<file path="config.mk">
export PLATFORM = sky130hd
export DESIGN_NAME = code_point_escape_formatter_top
export DESIGN_NICKNAME = d
export VERILOG_FILES = /design/src/hw/rtl/cpef_pkg.sv /design/src/hw/rtl/cpef_front.sv /design/src/hw/rtl/cpef_queue.sv /design/src/hw/rtl/cpef_back.sv /design/src/hw/rtl/code_point_escape_formatter_top.sv
export SDC_FILE = /design/constraint.sdc
export NUM_CORES = 1
export LEC_CHECK = 0
export ABC_CLOCK_PERIOD_IN_PS = 9700
export BUFFER_PORTS_ARGS = -buffer_cell sky130_fd_sc_hd__buf_2
export CORE_UTILIZATION = 64
export DETAILED_ROUTE_END_ITERATION = 7
export PLACE_DENSITY = 0.84
export SETUP_SLACK_MARGIN = 0.15
export SYNTH_ARGS = -nofsm -noshare
export SYNTH_HDL_FRONTEND = slang
export SYNTH_SLANG_ARGS = --single-unit
export TNS_END_PERCENT = 20
</file>
<file path="constraint.sdc">
create_clock -name clk -period 9.7 [get_ports clk]
set_clock_uncertainty 0.05 [all_clocks]
set_input_delay 0.97 -clock clk [delete_from_list [all_inputs] [get_ports clk]]
set_output_delay 0.97 -clock clk [all_outputs]
set_load 0.01 [all_outputs]
</file>
<file path="src/hw/rtl/cpef_pkg.sv">
// Package for the code point escape formatter.
// Holds the item descriptor, register indexes, character codes and the hex digit function.
package cpef_pkg;

	localparam int CPEF_QUEUE_DEPTH = 2;
	localparam int CP_W   = 32;
	localparam int CHAR_W = 7;
	localparam int NDIG_W = 4;
	localparam int POS_W  = 4;
	localparam int REG_W  = 2;

	typedef enum logic [REG_W-1:0] {
		REG_ESC_SQUOTE = 2'd0,
		REG_ESC_DQUOTE = 2'd1,
		REG_ESC_BSLASH = 2'd2,
		REG_UPPER_HEX  = 2'd3
	} reg_idx_t;

	localparam logic [CP_W-1:0] CP_SQUOTE  = 32'h0000_0027;
	localparam logic [CP_W-1:0] CP_DQUOTE  = 32'h0000_0022;
	localparam logic [CP_W-1:0] CP_BSLASH  = 32'h0000_005C;
	localparam logic [CP_W-1:0] CP_VIS_LO  = 32'h0000_0020;
	localparam logic [CP_W-1:0] CP_VIS_HI  = 32'h0000_007E;
	localparam logic [CP_W-1:0] CP_BYTE_MAX  = 32'h0000_00FF;
	localparam logic [CP_W-1:0] CP_PLANE0_MAX = 32'h0000_FFFF;
	localparam logic [CP_W-1:0] CP_UNI_MAX  = 32'h0010_FFFF;
	localparam logic [CP_W-1:0] CP_REPLACE  = 32'hFFFD_0000;

	localparam logic [3:0] CTL_NUL = 4'h0;
	localparam logic [3:0] CTL_BEL = 4'h7;
	localparam logic [3:0] CTL_BS  = 4'h8;
	localparam logic [3:0] CTL_TAB = 4'h9;
	localparam logic [3:0] CTL_LF  = 4'hA;
	localparam logic [3:0] CTL_VT  = 4'hB;
	localparam logic [3:0] CTL_FF  = 4'hC;
	localparam logic [3:0] CTL_CR  = 4'hD;

	localparam logic [CHAR_W-1:0] CH_BSLASH = 7'h5C;
	localparam logic [CHAR_W-1:0] CH_ZERO   = 7'h30;
	localparam logic [CHAR_W-1:0] CH_LA     = 7'h61;
	localparam logic [CHAR_W-1:0] CH_UA     = 7'h41;
	localparam logic [CHAR_W-1:0] CH_LB     = 7'h62;
	localparam logic [CHAR_W-1:0] CH_LF     = 7'h66;
	localparam logic [CHAR_W-1:0] CH_LN     = 7'h6E;
	localparam logic [CHAR_W-1:0] CH_LR     = 7'h72;
	localparam logic [CHAR_W-1:0] CH_LT     = 7'h74;
	localparam logic [CHAR_W-1:0] CH_LV     = 7'h76;
	localparam logic [CHAR_W-1:0] CH_LX     = 7'h78;
	localparam logic [CHAR_W-1:0] CH_LU     = 7'h75;
	localparam logic [CHAR_W-1:0] CH_UU     = 7'h55;

	localparam logic [NDIG_W-1:0] NDIG_NONE = 4'd0;
	localparam logic [NDIG_W-1:0] NDIG_BYTE = 4'd2;
	localparam logic [NDIG_W-1:0] NDIG_BMP  = 4'd4;
	localparam logic [NDIG_W-1:0] NDIG_FULL = 4'd8;

	typedef struct packed {
		logic              esc_squote;
		logic              esc_dquote;
		logic              esc_bslash;
		logic              upper_hex;
	} cfg_t;

	typedef struct packed {
		logic              has_bs;
		logic              upper;
		logic [CHAR_W-1:0] ch;
		logic [NDIG_W-1:0] ndig;
		logic [CP_W-1:0]   digits;
	} desc_t;

	function automatic logic [CHAR_W-1:0] hex_char(input logic [3:0] nib, input logic upper);
		logic [CHAR_W-1:0] base;
		base = upper ? CH_UA : CH_LA;
		if (nib < 4'd10)
			return CH_ZERO + {3'b000, nib};
		return base + {3'b000, nib} - 7'd10;
	endfunction

endpackage

</file>
<file path="src/hw/rtl/cpef_front.sv">
// Front end: configuration registers and classification of each accepted code point.
// Depends on cpef_pkg.
module cpef_front (
	input  logic                       clk,
	input  logic                       arst_n,
	input  logic                       accept,
	input  logic [cpef_pkg::CP_W-1:0]  code_point,
	input  logic                       cfg_we,
	input  logic [cpef_pkg::REG_W-1:0] cfg_index,
	input  logic                       cfg_wdata,
	output logic                       push,
	output cpef_pkg::desc_t            push_desc
);
	import cpef_pkg::*;

	cfg_t              cfg_q;
	logic              ctl_hit;
	logic [CHAR_W-1:0] ctl_ch;

	always_ff @(posedge clk or negedge arst_n) begin
		if (!arst_n) begin
			cfg_q <= '0;
		end else if (cfg_we) begin
			unique case (reg_idx_t'(cfg_index))
				REG_ESC_SQUOTE: cfg_q.esc_squote <= cfg_wdata;
				REG_ESC_DQUOTE: cfg_q.esc_dquote <= cfg_wdata;
				REG_ESC_BSLASH: cfg_q.esc_bslash <= cfg_wdata;
				REG_UPPER_HEX:  cfg_q.upper_hex  <= cfg_wdata;
				default: ;
			endcase
		end
	end

	always_comb begin
		ctl_hit = (code_point[CP_W-1:4] == '0);
		ctl_ch  = CH_ZERO;
		unique case (code_point[3:0])
			CTL_NUL: ctl_ch = CH_ZERO;
			CTL_BEL: ctl_ch = CH_LA;
			CTL_BS:  ctl_ch = CH_LB;
			CTL_FF:  ctl_ch = CH_LF;
			CTL_LF:  ctl_ch = CH_LN;
			CTL_CR:  ctl_ch = CH_LR;
			CTL_TAB: ctl_ch = CH_LT;
			CTL_VT:  ctl_ch = CH_LV;
			default: ctl_hit = 1'b0;
		endcase
	end

	always_comb begin
		push_desc        = '0;
		push_desc.upper  = cfg_q.upper_hex;
		push_desc.has_bs = 1'b1;
		push_desc.ndig   = NDIG_NONE;
		if (code_point == CP_SQUOTE) begin
			push_desc.has_bs = cfg_q.esc_squote;
			push_desc.ch     = code_point[CHAR_W-1:0];
		end else if (code_point == CP_DQUOTE) begin
			push_desc.has_bs = cfg_q.esc_dquote;
			push_desc.ch     = code_point[CHAR_W-1:0];
		end else if (code_point == CP_BSLASH) begin
			push_desc.has_bs = cfg_q.esc_bslash;
			push_desc.ch     = code_point[CHAR_W-1:0];
		end else if (ctl_hit) begin
			push_desc.ch     = ctl_ch;
		end else if (code_point >= CP_VIS_LO && code_point <= CP_VIS_HI) begin
			push_desc.has_bs = 1'b0;
			push_desc.ch     = code_point[CHAR_W-1:0];
		end else if (code_point <= CP_BYTE_MAX) begin
			push_desc.ch     = CH_LX;
			push_desc.ndig   = NDIG_BYTE;
			push_desc.digits = {code_point[7:0], 24'h0};
		end else if (code_point <= CP_PLANE0_MAX) begin
			push_desc.ch     = CH_LU;
			push_desc.ndig   = NDIG_BMP;
			push_desc.digits = {code_point[15:0], 16'h0};
		end else if (code_point <= CP_UNI_MAX) begin
			push_desc.ch     = CH_UU;
			push_desc.ndig   = NDIG_FULL;
			push_desc.digits = code_point;
		end else begin
			push_desc.ch     = CH_LU;
			push_desc.ndig   = NDIG_BMP;
			push_desc.digits = CP_REPLACE;
		end
	end

	assign push = accept;

endmodule

</file>
<file path="src/hw/rtl/cpef_queue.sv">
// Descriptor queue between the front end and the serializer.
// Depends on cpef_pkg.
module cpef_queue #(
	parameter int DEPTH = cpef_pkg::CPEF_QUEUE_DEPTH
) (
	input  logic            clk,
	input  logic            arst_n,
	input  logic            push,
	input  cpef_pkg::desc_t push_desc,
	input  logic            pop,
	output cpef_pkg::desc_t head,
	output logic            empty,
	output logic            full
);
	import cpef_pkg::*;

	localparam int PTR_W = (DEPTH > 1) ? $clog2(DEPTH) : 1;
	localparam int CNT_W = $clog2(DEPTH + 1);
	localparam logic [PTR_W-1:0] PTR_LAST = PTR_W'(DEPTH - 1);
	localparam logic [CNT_W-1:0] CNT_FULL = CNT_W'(DEPTH);

	desc_t             entry_q [DEPTH];
	logic [PTR_W-1:0]  wr_ptr_q;
	logic [PTR_W-1:0]  rd_ptr_q;
	logic [CNT_W-1:0]  count_q;
	logic              do_push;
	logic              do_pop;

	assign empty   = (count_q == '0);
	assign full    = (count_q == CNT_FULL);
	assign do_push = push && !full;
	assign do_pop  = pop && !empty;
	assign head    = entry_q[rd_ptr_q];

	always_ff @(posedge clk) begin
		if (do_push)
			entry_q[wr_ptr_q] <= push_desc;
	end

	always_ff @(posedge clk or negedge arst_n) begin
		if (!arst_n) begin
			wr_ptr_q <= '0;
			rd_ptr_q <= '0;
			count_q  <= '0;
		end else begin
			if (do_push)
				wr_ptr_q <= (wr_ptr_q == PTR_LAST) ? '0 : wr_ptr_q + 1'b1;
			if (do_pop)
				rd_ptr_q <= (rd_ptr_q == PTR_LAST) ? '0 : rd_ptr_q + 1'b1;
			if (do_push && !do_pop)
				count_q <= count_q + 1'b1;
			else if (do_pop && !do_push)
				count_q <= count_q - 1'b1;
		end
	end

endmodule

</file>
<file path="src/hw/rtl/cpef_back.sv">
// Serializer: walks one descriptor a byte per cycle into registered outputs.
// Depends on cpef_pkg.
module cpef_back (
	input  logic                        clk,
	input  logic                        arst_n,
	input  logic                        q_empty,
	input  cpef_pkg::desc_t             head,
	output logic                        pop,
	output logic                        out_valid,
	output logic [cpef_pkg::CHAR_W-1:0] out_char,
	output logic                        last_char
);
	import cpef_pkg::*;

	desc_t             cur_q;
	logic              cur_valid_q;
	logic [POS_W-1:0]  pos_q;
	logic              is_last;
	logic [CHAR_W-1:0] byte_sel;
	logic              out_valid_q;
	logic [CHAR_W-1:0] out_char_q;
	logic              last_q;

	assign is_last = (pos_q == cur_q.ndig + 1'b1);
	assign pop     = !q_empty && (!cur_valid_q || is_last);

	always_comb begin
		if (pos_q == '0)
			byte_sel = CH_BSLASH;
		else if (pos_q == POS_W'(1))
			byte_sel = cur_q.ch;
		else
			byte_sel = hex_char(cur_q.digits[CP_W-1 -: 4], cur_q.upper);
	end

	always_ff @(posedge clk) begin
		if (pop) begin
			cur_q <= head;
		end else if (cur_valid_q && pos_q >= POS_W'(2)) begin
			cur_q.digits <= {cur_q.digits[CP_W-5:0], 4'h0};
		end
		out_char_q <= byte_sel;
	end

	always_ff @(posedge clk or negedge arst_n) begin
		if (!arst_n) begin
			cur_valid_q <= 1'b0;
			pos_q       <= '0;
			out_valid_q <= 1'b0;
			last_q      <= 1'b0;
		end else begin
			if (pop) begin
				cur_valid_q <= 1'b1;
				pos_q       <= head.has_bs ? '0 : POS_W'(1);
			end else if (cur_valid_q) begin
				if (is_last)
					cur_valid_q <= 1'b0;
				pos_q <= pos_q + 1'b1;
			end
			out_valid_q <= cur_valid_q;
			last_q      <= cur_valid_q && is_last;
		end
	end

	assign out_valid = out_valid_q;
	assign out_char  = out_char_q;
	assign last_char = last_q;

endmodule

</file>
<file path="src/hw/rtl/code_point_escape_formatter_top.sv">
// Top level of the code point escape formatter.
// Instantiates cpef_front, cpef_queue and cpef_back; depends on cpef_pkg.
//
// Usage:
//   Command channel: drive code_point with start high; the item is taken at a rising
//   edge where start is high and busy is low. busy rises only while the descriptor
//   queue is full.
//   Result channel: out_valid strobes for one cycle per byte of escaped text, with
//   out_char holding the byte and last_char marking the final byte of the item.
//   Results cannot be held off; every strobe is a completed transfer.
//   Configuration: cfg_we writes bit cfg_wdata into register cfg_index at the edge
//   (0 escape single quote, 1 escape double quote, 2 escape backslash, 3 uppercase hex).
//   Write only while no item is in flight.
//   Path: an accepted item is classified, written to the descriptor queue, loaded by
//   the serializer once it is free, and each byte is registered onto out_char.
//   Throughput: one output byte per cycle, set by the serializer; an item is
//   1 to 10 bytes (1 for plain ASCII, 2 for simple escapes, 4, 6 or 10 for hex
//   escapes), and a queued next item follows the last byte without a gap.
//   Reset: arst_n clears the configuration registers to zero, empties the queue and drops out_valid.
module code_point_escape_formatter_top #(
	parameter int QUEUE_DEPTH = cpef_pkg::CPEF_QUEUE_DEPTH
) (
	input  logic                        clk,
	input  logic                        arst_n,
	input  logic                        start,
	output logic                        busy,
	input  logic [cpef_pkg::CP_W-1:0]   code_point,
	input  logic                        cfg_we,
	input  logic [cpef_pkg::REG_W-1:0]  cfg_index,
	input  logic                        cfg_wdata,
	output logic                        out_valid,
	output logic [cpef_pkg::CHAR_W-1:0] out_char,
	output logic                        last_char
);
	import cpef_pkg::*;

	logic  push;
	desc_t push_desc;
	logic  pop;
	desc_t head;
	logic  q_empty;
	logic  q_full;

	assign busy = q_full;

	cpef_front u_front (
		.clk        (clk),
		.arst_n     (arst_n),
		.accept     (start && !q_full),
		.code_point (code_point),
		.cfg_we     (cfg_we),
		.cfg_index  (cfg_index),
		.cfg_wdata  (cfg_wdata),
		.push       (push),
		.push_desc  (push_desc)
	);

	cpef_queue #(
		.DEPTH (QUEUE_DEPTH)
	) u_queue (
		.clk       (clk),
		.arst_n    (arst_n),
		.push      (push),
		.push_desc (push_desc),
		.pop       (pop),
		.head      (head),
		.empty     (q_empty),
		.full      (q_full)
	);

	cpef_back u_back (
		.clk       (clk),
		.arst_n    (arst_n),
		.q_empty   (q_empty),
		.head      (head),
		.pop       (pop),
		.out_valid (out_valid),
		.out_char  (out_char),
		.last_char (last_char)
	);

endmodule

</file>
* Yosys cells after proc, flatten, opt, wreduce, memory -nomap -nowiden *
Memories as Yosys holds them, arrays and structs flattened.
Cells that the tools add are included.

storage, ports and cells
  register bits = 66
  bits in writable memories = 90
  memories = 1

operators by class
  $add $sub $neg = 9
  $lt $le $gt $ge = 7
  eq/ne operators = 16
  mux-type cells = 41
  reductions and logical operators = 28

memory list
  name             words  bits a word  read ports  clocked after Yosys merged registers in  wr ports  line              source
  u_queue.entry_q  2      45           1           0                                        1         cpef_queue.sv:22  desc_t entry_q [DEPTH];

operators by type and width
  kind                                                                                   number
  36-bit two-way mux                                                                     5
  42-bit two-way mux                                                                     2
  32-bit by 6-bit equality test with 1-bit output (second input constant)                2
  32-bit two-way mux                                                                     2
  7-bit two-way mux                                                                      8
  7-bit case mux with 7 select lines                                                     1
  43-bit two-way mux                                                                     1
  32-bit by 7-bit equality test with 1-bit output (second input constant)                1
  32-bit by 6-bit greater-or-equal comparator with 1-bit output (second input constant)  1
  32-bit by 16-bit <= comparator with 1-bit output (second input constant)               1
  32-bit by 21-bit <= comparator with 1-bit output (second input constant)               1
  32-bit by 7-bit <= comparator with 1-bit output (second input constant)                1
  32-bit by 8-bit <= comparator with 1-bit output (second input constant)                1
  28-bit logical NOT                                                                     1
  4-bit equality test (second input constant)                                            6
  1-bit two-way mux                                                                      17
  1-bit logical AND                                                                      9
  4-bit by 1-bit adder with 4-bit output (second input constant)                         2
  4-bit logical NOT                                                                      2
  4-bit two-way mux                                                                      2
  2-bit AND reduction                                                                    4
  8-bit OR reduction                                                                     1
  6-bit by 4-bit adder with 7-bit output (first input constant)                          1
  7-bit by 4-bit adder with 7-bit output                                                 1
  other kinds (17)                                                                       28

* Longest topological paths before layout *
Gate-level depths: netlist of run 1.

  word-level depth = 9
  mapped depth = 8

* Hierarchy *
Synthesis of run 1 repeated with hierarchy kept, for this count alone.

second synthesis, totals
  cells, all modules = 618
  area, all modules = 7875.1 sq um

by module, submodules not included
  module                           times used  cells an instance  area each (sq um)
  cpef_queue                       1           159                3643.5
  cpef_back                        1           307                3199.3
  cpef_front                       1           151                1018.5
  code_point_escape_formatter_top  1           1                  13.8

* Least setup slack after synthesis of run 1 *
OpenSTA, ideal clock, no wires.

  kind = register to register
  start point = register u_back.pos_q[0]
  end point = register u_back.cur_q[0] in the netlist's numbering (enable)
  setup time = 0.466 ns
  arrival = 2.977 ns
  data required time = 9.184 ns
  path slack = 6.207 ns
  stages on the path, launching flop included = 5
  path buffers = 0
  period minus slack after synthesis = 3.493 ns
  path through = dfrtp_1 inv_1 ha_1 nor4_1 o21ai_0

on the way
  word-level cells in the longest chain between the ends = 4
  elaborated cells on any way between the ends = 6
  classes of those cells = 1 x order compare; 1 x eq/ne; 4 x reduce/logical

RTL lines
  what                                                                                                                  line             source
  start, declared                                                                                                       cpef_back.sv:17  logic [POS_W-1:0] pos_q;
  start signal, assigned                                                                                                cpef_back.sv:54  pos_q <= head.has_bs ? '0 : POS_W'(1);
  start signal, assigned                                                                                                cpef_back.sv:58  pos_q <= pos_q + 1'b1;
  parallel branches: the longest is 3 deep, another holds 4-bit by 2-bit greater-or-equal comparator with 1-bit output  -
  2-bit nonzero test (no source line) *                                                                                 -
  end, declared                                                                                                         cpef_back.sv:15  desc_t cur_q;

Every way passes the cells marked *.
A chain may end at the register's enable or synchronous reset.

==> results of run 1 <==
layout make-up:
type | count | share of cell area (%)
Tap cell | 133 | 2.24
Inverter | 15 | 0.756
Clock inverter | 10 | 1.38
Multi-Input combinational cell | 303 | 26.2
Timing Repair Buffer | 53 | 3.73
Sequential cell | 153 | 59.8
Clock buffer | 22 | 5.95
layout by cell type (no fill, tap or decap), types with 5 or more instances in the layout:
master       n
inv_1       14
dfxtp_1      7
buf_4        5
nand3_1      7
nand2_1     33
buf_2       48
edfxtp_1   131
dfrtp_1     14
clkbuf_16   16
nor3_1       7
xnor2_1      6
o21ai_0     16
nor2_1      58
xor2_1       5
a21oi_1     42
nor4_1       8
mux2_2      15
ha_1         6
mux2i_1     32
and2_1      16
worst paths after layout:
path | startpoint | to | slack, ns
min in group clk | u_back.cur_valid_q | u_back.out_valid | 0.38
max in group asynchronous | arst_n | u_queue.rd_ptr_q | 9.00
setup reg to reg | u_back.pos_q[1] | u_back.cur_q[25] | 6.86
setup / recovery | code_point[14] | u_queue.entry_q[0][42] | 6.78
hold reg to reg | u_back.cur_valid_q | u_back.out_valid | 0.38
hold / removal | arst_n | u_back.pos_q[2] | 0.31
report_power, final:
| part | internal, mW | switching, mW | leakage (nW) |
|---|---|---|---|
| logic | 0.207 | 0.374 | 1.07 |
| registers | 0.965 | 0.0791 | 1.41 |
| clock network | 0.369 | 0.239 | 0.264 |
sequential cells by signal (all words and copies together) (netlist names):
register and count:
u_queue.entry_q 88, u_back.cur_q 43, u_back.out_char 7, u_back.pos_q 4
u_front.cfg_q 3, u_queue.count_q 2, u_back.cur_valid_q 1, u_back.last_char 1
u_back.out_valid 1, u_front.push_desc 1, u_queue.rd_ptr_q 1, u_queue.wr_ptr_q 1
through the flow:
step | utilization [%] | power [mW]
after global placement | 69.9 | 1.59
after detailed placement | 69.9 | 1.62
after global routing | 75.5 | 2.35
final | 75.5 | 2.23
after CTS | 75.5 | 2.24
after floorplan | - | 1.45
routing by layer:
layer	up-vias	GRT usage (%)	wire length [µm]
li1	1937	-	-
met1	2067	38.9	5300
met2	257	45.1	6870
met3	41	6.85	1140
met4	0	11.4	335
met5	-	0	0
cells by family after synthesis:
family,synth area share (%)
xor+xnor,1.47
fa+ha+maj,1.14
flops,67.8
buf+inv,2.74
compound gates,7.93
mux,7.45
simple gates,11.5
==> flow_metrics.tcl, run 1 <==
set metrics [dict create \
    placed_area_mm2 0.00690 \
    min_path_type "in -> async" \
    post_cts_resized 0 \
    ctsHoldBuffers 0 \
    relSlewSlack_pct 25.4 \
    initial_core_util_pct 66.5 \
    endpoint_kind "flop" \
    tightest_slew_ns 1.12 \
    reg2reg_depth 8 \
    first_pass_iters 5 \
    seq_area_frac_synth_pct 67.8 \
    design_area_mm2 0.00744 \
    status "finished, final reports clean" \
    drive_gt1_share_pct 19.8 \
    ys_top_cells_by_area "edfxtp_1, dfrtp_1, mux2i_1" \
    path_buf_inv 1 \
    crit_required_ns 9.82 \
    path_class "in -> reg" \
    rsz0062_at_grt "no" \
    grt_first_pass_wirelength_mm 21.4 \
    layout.cells.non_filler 689 \
    ys_types 57 \
    setup_viol 0 \
    die_h_um 103 \
    syn_nets 540 \
    peakVddDrop_mv 0.197 \
    path_max_fanout 14 \
    wl_per_cell_um 19.8 \
    power_per_cell_area_mw_per_mm2 300 \
    dp_cells 657 \
    nets 588 \
    yosys.area.top_type "edfxtp_1" \
    vias 4302 \
    finalMaxSlewViolations 0 \
    fin_ws_ns 6.78 \
    ys.flop_type "edfxtp_1" \
    numPortBuffers 48 \
    crit_chain "buf_2 -> nor4_1 -> nand2_1 -> nor4_4 -> o21ai_0" \
    seqCellArea_mm2 0.00445 \
    cts_tree "yes" \
    pin_count 49 \
    cp-start-kind "input port" \
    fin_crit_ns 2.92 \
    critical-path-slowest-cell "nor4_4" \
    routed_via_density 6.24 \
    diodes 0 \
    antenna_found_initial 0 \
    hold_viol 0 \
    hpwl_mm 8.43 \
    drt-total-wl_mm 13.6 \
    synth_seq_cells 153 \
    fmax_mhz 342 \
    synth_warnings 0 \
    cts_buffer_depth 2 \
    cts_sinks 153 \
    synth_edf_count 131 \
    syn_to_final_growth_pct 13.4 \
    syn_area_per_cell_um2 13.3 \
    async_flop_share_pct 9.80 \
    period_share_pct 30.1 \
    whs_ns 0.312 \
    p_leak_nw 2.74 \
    fin_tns_setup_ns 0 \
    numCtsBuffers 17 \
    root_buffer "clkbuf_8" \
    drtAntennaViolNets 0 \
    die_w_um 103 \
    nFillCells 589 \
    die-area_mm2 0.0107 \
    rows 36 \
    syn_inst 495 \
    grt_start_max_net_pins 53 \
    htreeDepth 4 \
    postCtsSetupRepairBufs 0 \
    cp_slowest_stage_delay_ns 0.68 \
    core_area_mm2 0.00986 \
    synth.most_common_cell "edfxtp_1" \
    yosys-top-cells-count "edfxtp_1, nor2_1, a21oi_1" \
    pre_cts_ws_ns 6.37 \
    gp_congestion 0.859 \
    yosysTopAreaCellShare_pct 59.9 \
    drtIter0Drc 346 \
    drv_cap 0 \
    path_delay_family "simple AND/OR/NAND/NOR gates" \
    grt_pass1_vias 4046 \
    clkTransAtPathRegs_ns 0.06 \
    route.detailed.drc 0 \
    clk_latency_ns 0.52 \
    multiInputGateArea_mm2 0.00195 \
    worstPathArrival_ns 3.05 \
    grtUsageTotal_pct 28.6 \
    grt_overflow_total 0 \
    syn_area_mm2 0.00656 \
    cp.depth 5 \
]
Power figures use the tool's default switching activity.
==> inputs of run 2 (changes only) <==
--- a/config.mk
+++ b/config.mk
@@ -5,11 +5,12 @@
 export SDC_FILE = /design/constraint.sdc
 export NUM_CORES = 1
 export LEC_CHECK = 0
-export ABC_CLOCK_PERIOD_IN_PS = 9700
+export ABC_AREA = 1
+export ABC_CLOCK_PERIOD_IN_PS = 2800
 export BUFFER_PORTS_ARGS = -buffer_cell sky130_fd_sc_hd__buf_2
-export CORE_UTILIZATION = 64
+export CORE_UTILIZATION = 60
 export DETAILED_ROUTE_END_ITERATION = 7
-export PLACE_DENSITY = 0.84
+export PLACE_DENSITY = 0.79
 export SETUP_SLACK_MARGIN = 0.15
 export SYNTH_ARGS = -nofsm -noshare
 export SYNTH_HDL_FRONTEND = slang
==> constraint.sdc (replaced) <==
create_clock -name clk -period 2.8 [get_ports clk]
set_clock_uncertainty 0.05 [all_clocks]
set_input_delay 0.28 -clock clk [delete_from_list [all_inputs] [get_ports clk]]
set_output_delay 0.28 -clock clk [all_outputs]
set_load 0.01 [all_outputs]
==> run 2 against run 1 <==
Non-clock buffer count increased by 6. Critical path depth is 5 higher. Worst hold slack got worse by 0.27 ns. Wire length increased by 4.0%. Combinational power rose to 3.6 times the previous value. Core utilization down 4.5 points. Global-route usage decreased by 1.9 points. First-iteration DRC count grew 7.8%. Cell count rose by 23%. Cell area up 3.3%. Clock power increased to 3.7 times the previous value. Largest cell class unchanged. Via count up 13%.
==> flow_metrics.tcl, run 2 <==
set metrics [dict create \
    syn_area_per_cell_um2 10.5 \
    reg2reg_from "u_back.pos_q[2]" \
    seq_area_frac_synth_pct 66.4 \
    worstPathArrival_ns 2.52 \
    final_common_cell "nand2_1" \
    cts_buffer_depth 2 \
    root_buffer "clkbuf_8" \
    yosys.area.top_type "edfxtp_1" \
    drtAntennaViolNets 0 \
    clkTransAtPathRegs_ns 0.06 \
    numPortBuffers 48 \
    grtUsageTotal_pct 26.7 \
    route.detailed.drc 0 \
    synth_edf_count 131 \
    power_per_cell_area_mw_per_mm2 1040 \
    ys.flop_type "edfxtp_1" \
    status "finished, final reports clean" \
    crit_required_ns 3.15 \
    synth_top_family_by_area "simple AND/OR/NAND/NOR gates" \
    fin_crit_ns 2.17 \
    cts_sinks 153 \
    layout.cells.non_filler 849 \
    drt-total-wl_mm 14.2 \
    die_w_um 108 \
    synth_seq_cells 153 \
    cts_tree "yes" \
    numCtsBuffers 17 \
    yosysTopAreaCellShare_pct 58.7 \
    clk_latency_ns 0.53 \
    drtIter0Drc 373 \
    synth_adder_area_share_pct 1.12 \
    htreeDepth 4 \
    muxShareOfSynthArea_pct 0 \
    hp-start "cfg_index[1]" \
    hpwl_mm 9.35 \
    hold-path-endpoint "u_front.cfg_q[1]" \
    rows 38 \
    ys_top_cells_by_area "edfxtp_1, nand2_1, nor2_1" \
    fin_tns_setup_ns 0 \
    drive_gt1_share_pct 13.8 \
    drv_cap 0 \
    synth_xor_xnor_area_share_pct 0.915 \
    pin_count 49 \
    synth-simple-area-share_pct 19.3 \
    grt_first_pass_wirelength_mm 22.6 \
    syn_to_final_growth_pct 14.7 \
    grt_pass1_vias 4659 \
    die_h_um 108 \
    die-area_mm2 0.0116 \
    layout_common_cells "nand2_1, edfxtp_1, nor2_1" \
    initial_core_util_pct 61.8 \
    vias 4875 \
    ff2ff_setup_slack_ns 0.63 \
    min_path_type "in -> reg" \
    synth_warnings 0 \
    grt_overflow_total 0 \
    core_area_mm2 0.0108 \
    relSlewSlack_pct 44.5 \
    async_flop_share_pct 9.80 \
    post_cts_resized 0 \
    grt_start_max_net_pins 61 \
    path_max_fanout 9 \
    period_share_pct 77.5 \
    rsz0062_at_grt "no" \
    routed_via_density 5.74 \
    postCtsSetupRepairBufs 0 \
    cp-start-kind "flop" \
    setup_viol 0 \
    syn_nets 685 \
    first_pass_iters 5 \
    gp_congestion 0.920 \
    antenna_found_initial 0 \
    synth_compound_area_share_pct 7.43 \
    nets 741 \
    dp_cells 814 \
    peakVddDrop_mv 0.769 \
    endpoint_kind "flop" \
    yosys-top-cells-count "nand2_1, edfxtp_1, nor2_1" \
    wl_per_cell_um 16.7 \
    pre_cts_ws_ns 0.328 \
    syn_inst 640 \
    diodes 0 \
    path_class "reg -> reg" \
    fmax_mhz 461 \
    p_leak_nw 3.09 \
    ctsHoldBuffers 3 \
    synth.most_common_cell "nand2_1" \
    tightest_slew_ns 0.832 \
    worst_hold_path.num_cells 3 \
    finalMaxSlewViolations 0 \
    rr_endpoint "u_queue.count_q[1]" \
    ys_types 38 \
    reg2reg_depth 10 \
    syn_area_mm2 0.00670 \
    largest_register "u_queue.entry_q" \
    largest_reg_flops 88 \
    fin_ws_ns 0.630 \
    hold_viol 0 \
]
==> run 2: changes by cell type in the layout (fill, tap and decap cells not counted), sizes merged, moves of 7 or more <==
cell	previous run	this run
nand2	33	171
nor2	59	104
inv	15	52
mux2i	32	0
a21oi	42	15
a31oi	2	28
and2	17	1
nand3	7	23
mux2	15	0
nor4	9	1
o21ai	18	26
nand4	3	10
==> run 2: cells by family (layout without fill, tap and decap cells) <==
group | Yosys count | in the layout
flip-flops | 153 | 153
AO/OA/AOI/OAI | 83 | 83
XOR/XNOR | 7 | 7
adder cells (fa/ha/maj) | 6 | 6
buffers and inverters | 74 | 143
AND/OR/NAND/NOR | 317 | 317
==> run 2: cell type report <==
class                   count  area (µm²)
well taps                 140         175
inverters                  52         195
fillers                   768        3150
clock buffers              19         422
repair buffers             59         343
flip-flops and latches    153        4450
multi-input cells         413        1950
clock inverters            13         158
==> run 2: worst max path at each step <==
stage,startpoint,end,slack (ns),cells after the start
6_report,u_back.pos_q[2],u_queue.count_q[1],0.63,10
5_1_grt,u_back.pos_q[2],u_queue.count_q[1],0.37,10
4_1_cts,u_back.pos_q[2],u_queue.count_q[1],0.62,10
3_5_place_dp,code_point[29],u_queue.entry_q[0][23],0.33,10
3_3_place_gp,code_point[17],u_queue.entry_q[0][23],0.49,10
2_1_floorplan,u_queue.count_q[1],u_queue.entry_q[1][0],-0.16,3
==> run 2: metrics by stage <==
step / power [mW] / hold WS (ns) / utilization, % / area (µm²)
floorplan: 5.10 / -0.0656 / - / 6700
global placement: 5.66 / 0.165 / 65.3 / 7080
detailed placement: 5.76 / 0.171 / 65.3 / 7080
CTS: 8.03 / 0.0137 / 70.9 / 7690
global route: 8.42 / 0.0508 / 70.9 / 7690
finish: 7.98 / 0.0445 / 70.9 / 7690
==> run 2: routing by layer <==
metal	part of all wire [%]	global-route usage, %
met5	0	0
met4	2.3	11.8
met3	7.7	7.26
met2	49	42.4
met1	41	34.3
==> run 2: critical path, stage by stage (launching register included) <==
cell     delay, ns
dfrtp_1       0.47
inv_2         0.04
nand2_1       0.05
and2_1        0.14
nand4_2       0.13
nand2_1       0.11
nand2_1       0.24
ha_1          0.41
a21oi_1       0.12
o21ai_0       0.12
xor2_1        0.16
==> run 2: power breakdown <==
part	leakage (nW)	switching, mW	internal, mW
Clock	0.284	0.824	1.42
Combinational	1.39	1.47	0.652
Sequential	1.42	0.252	3.35
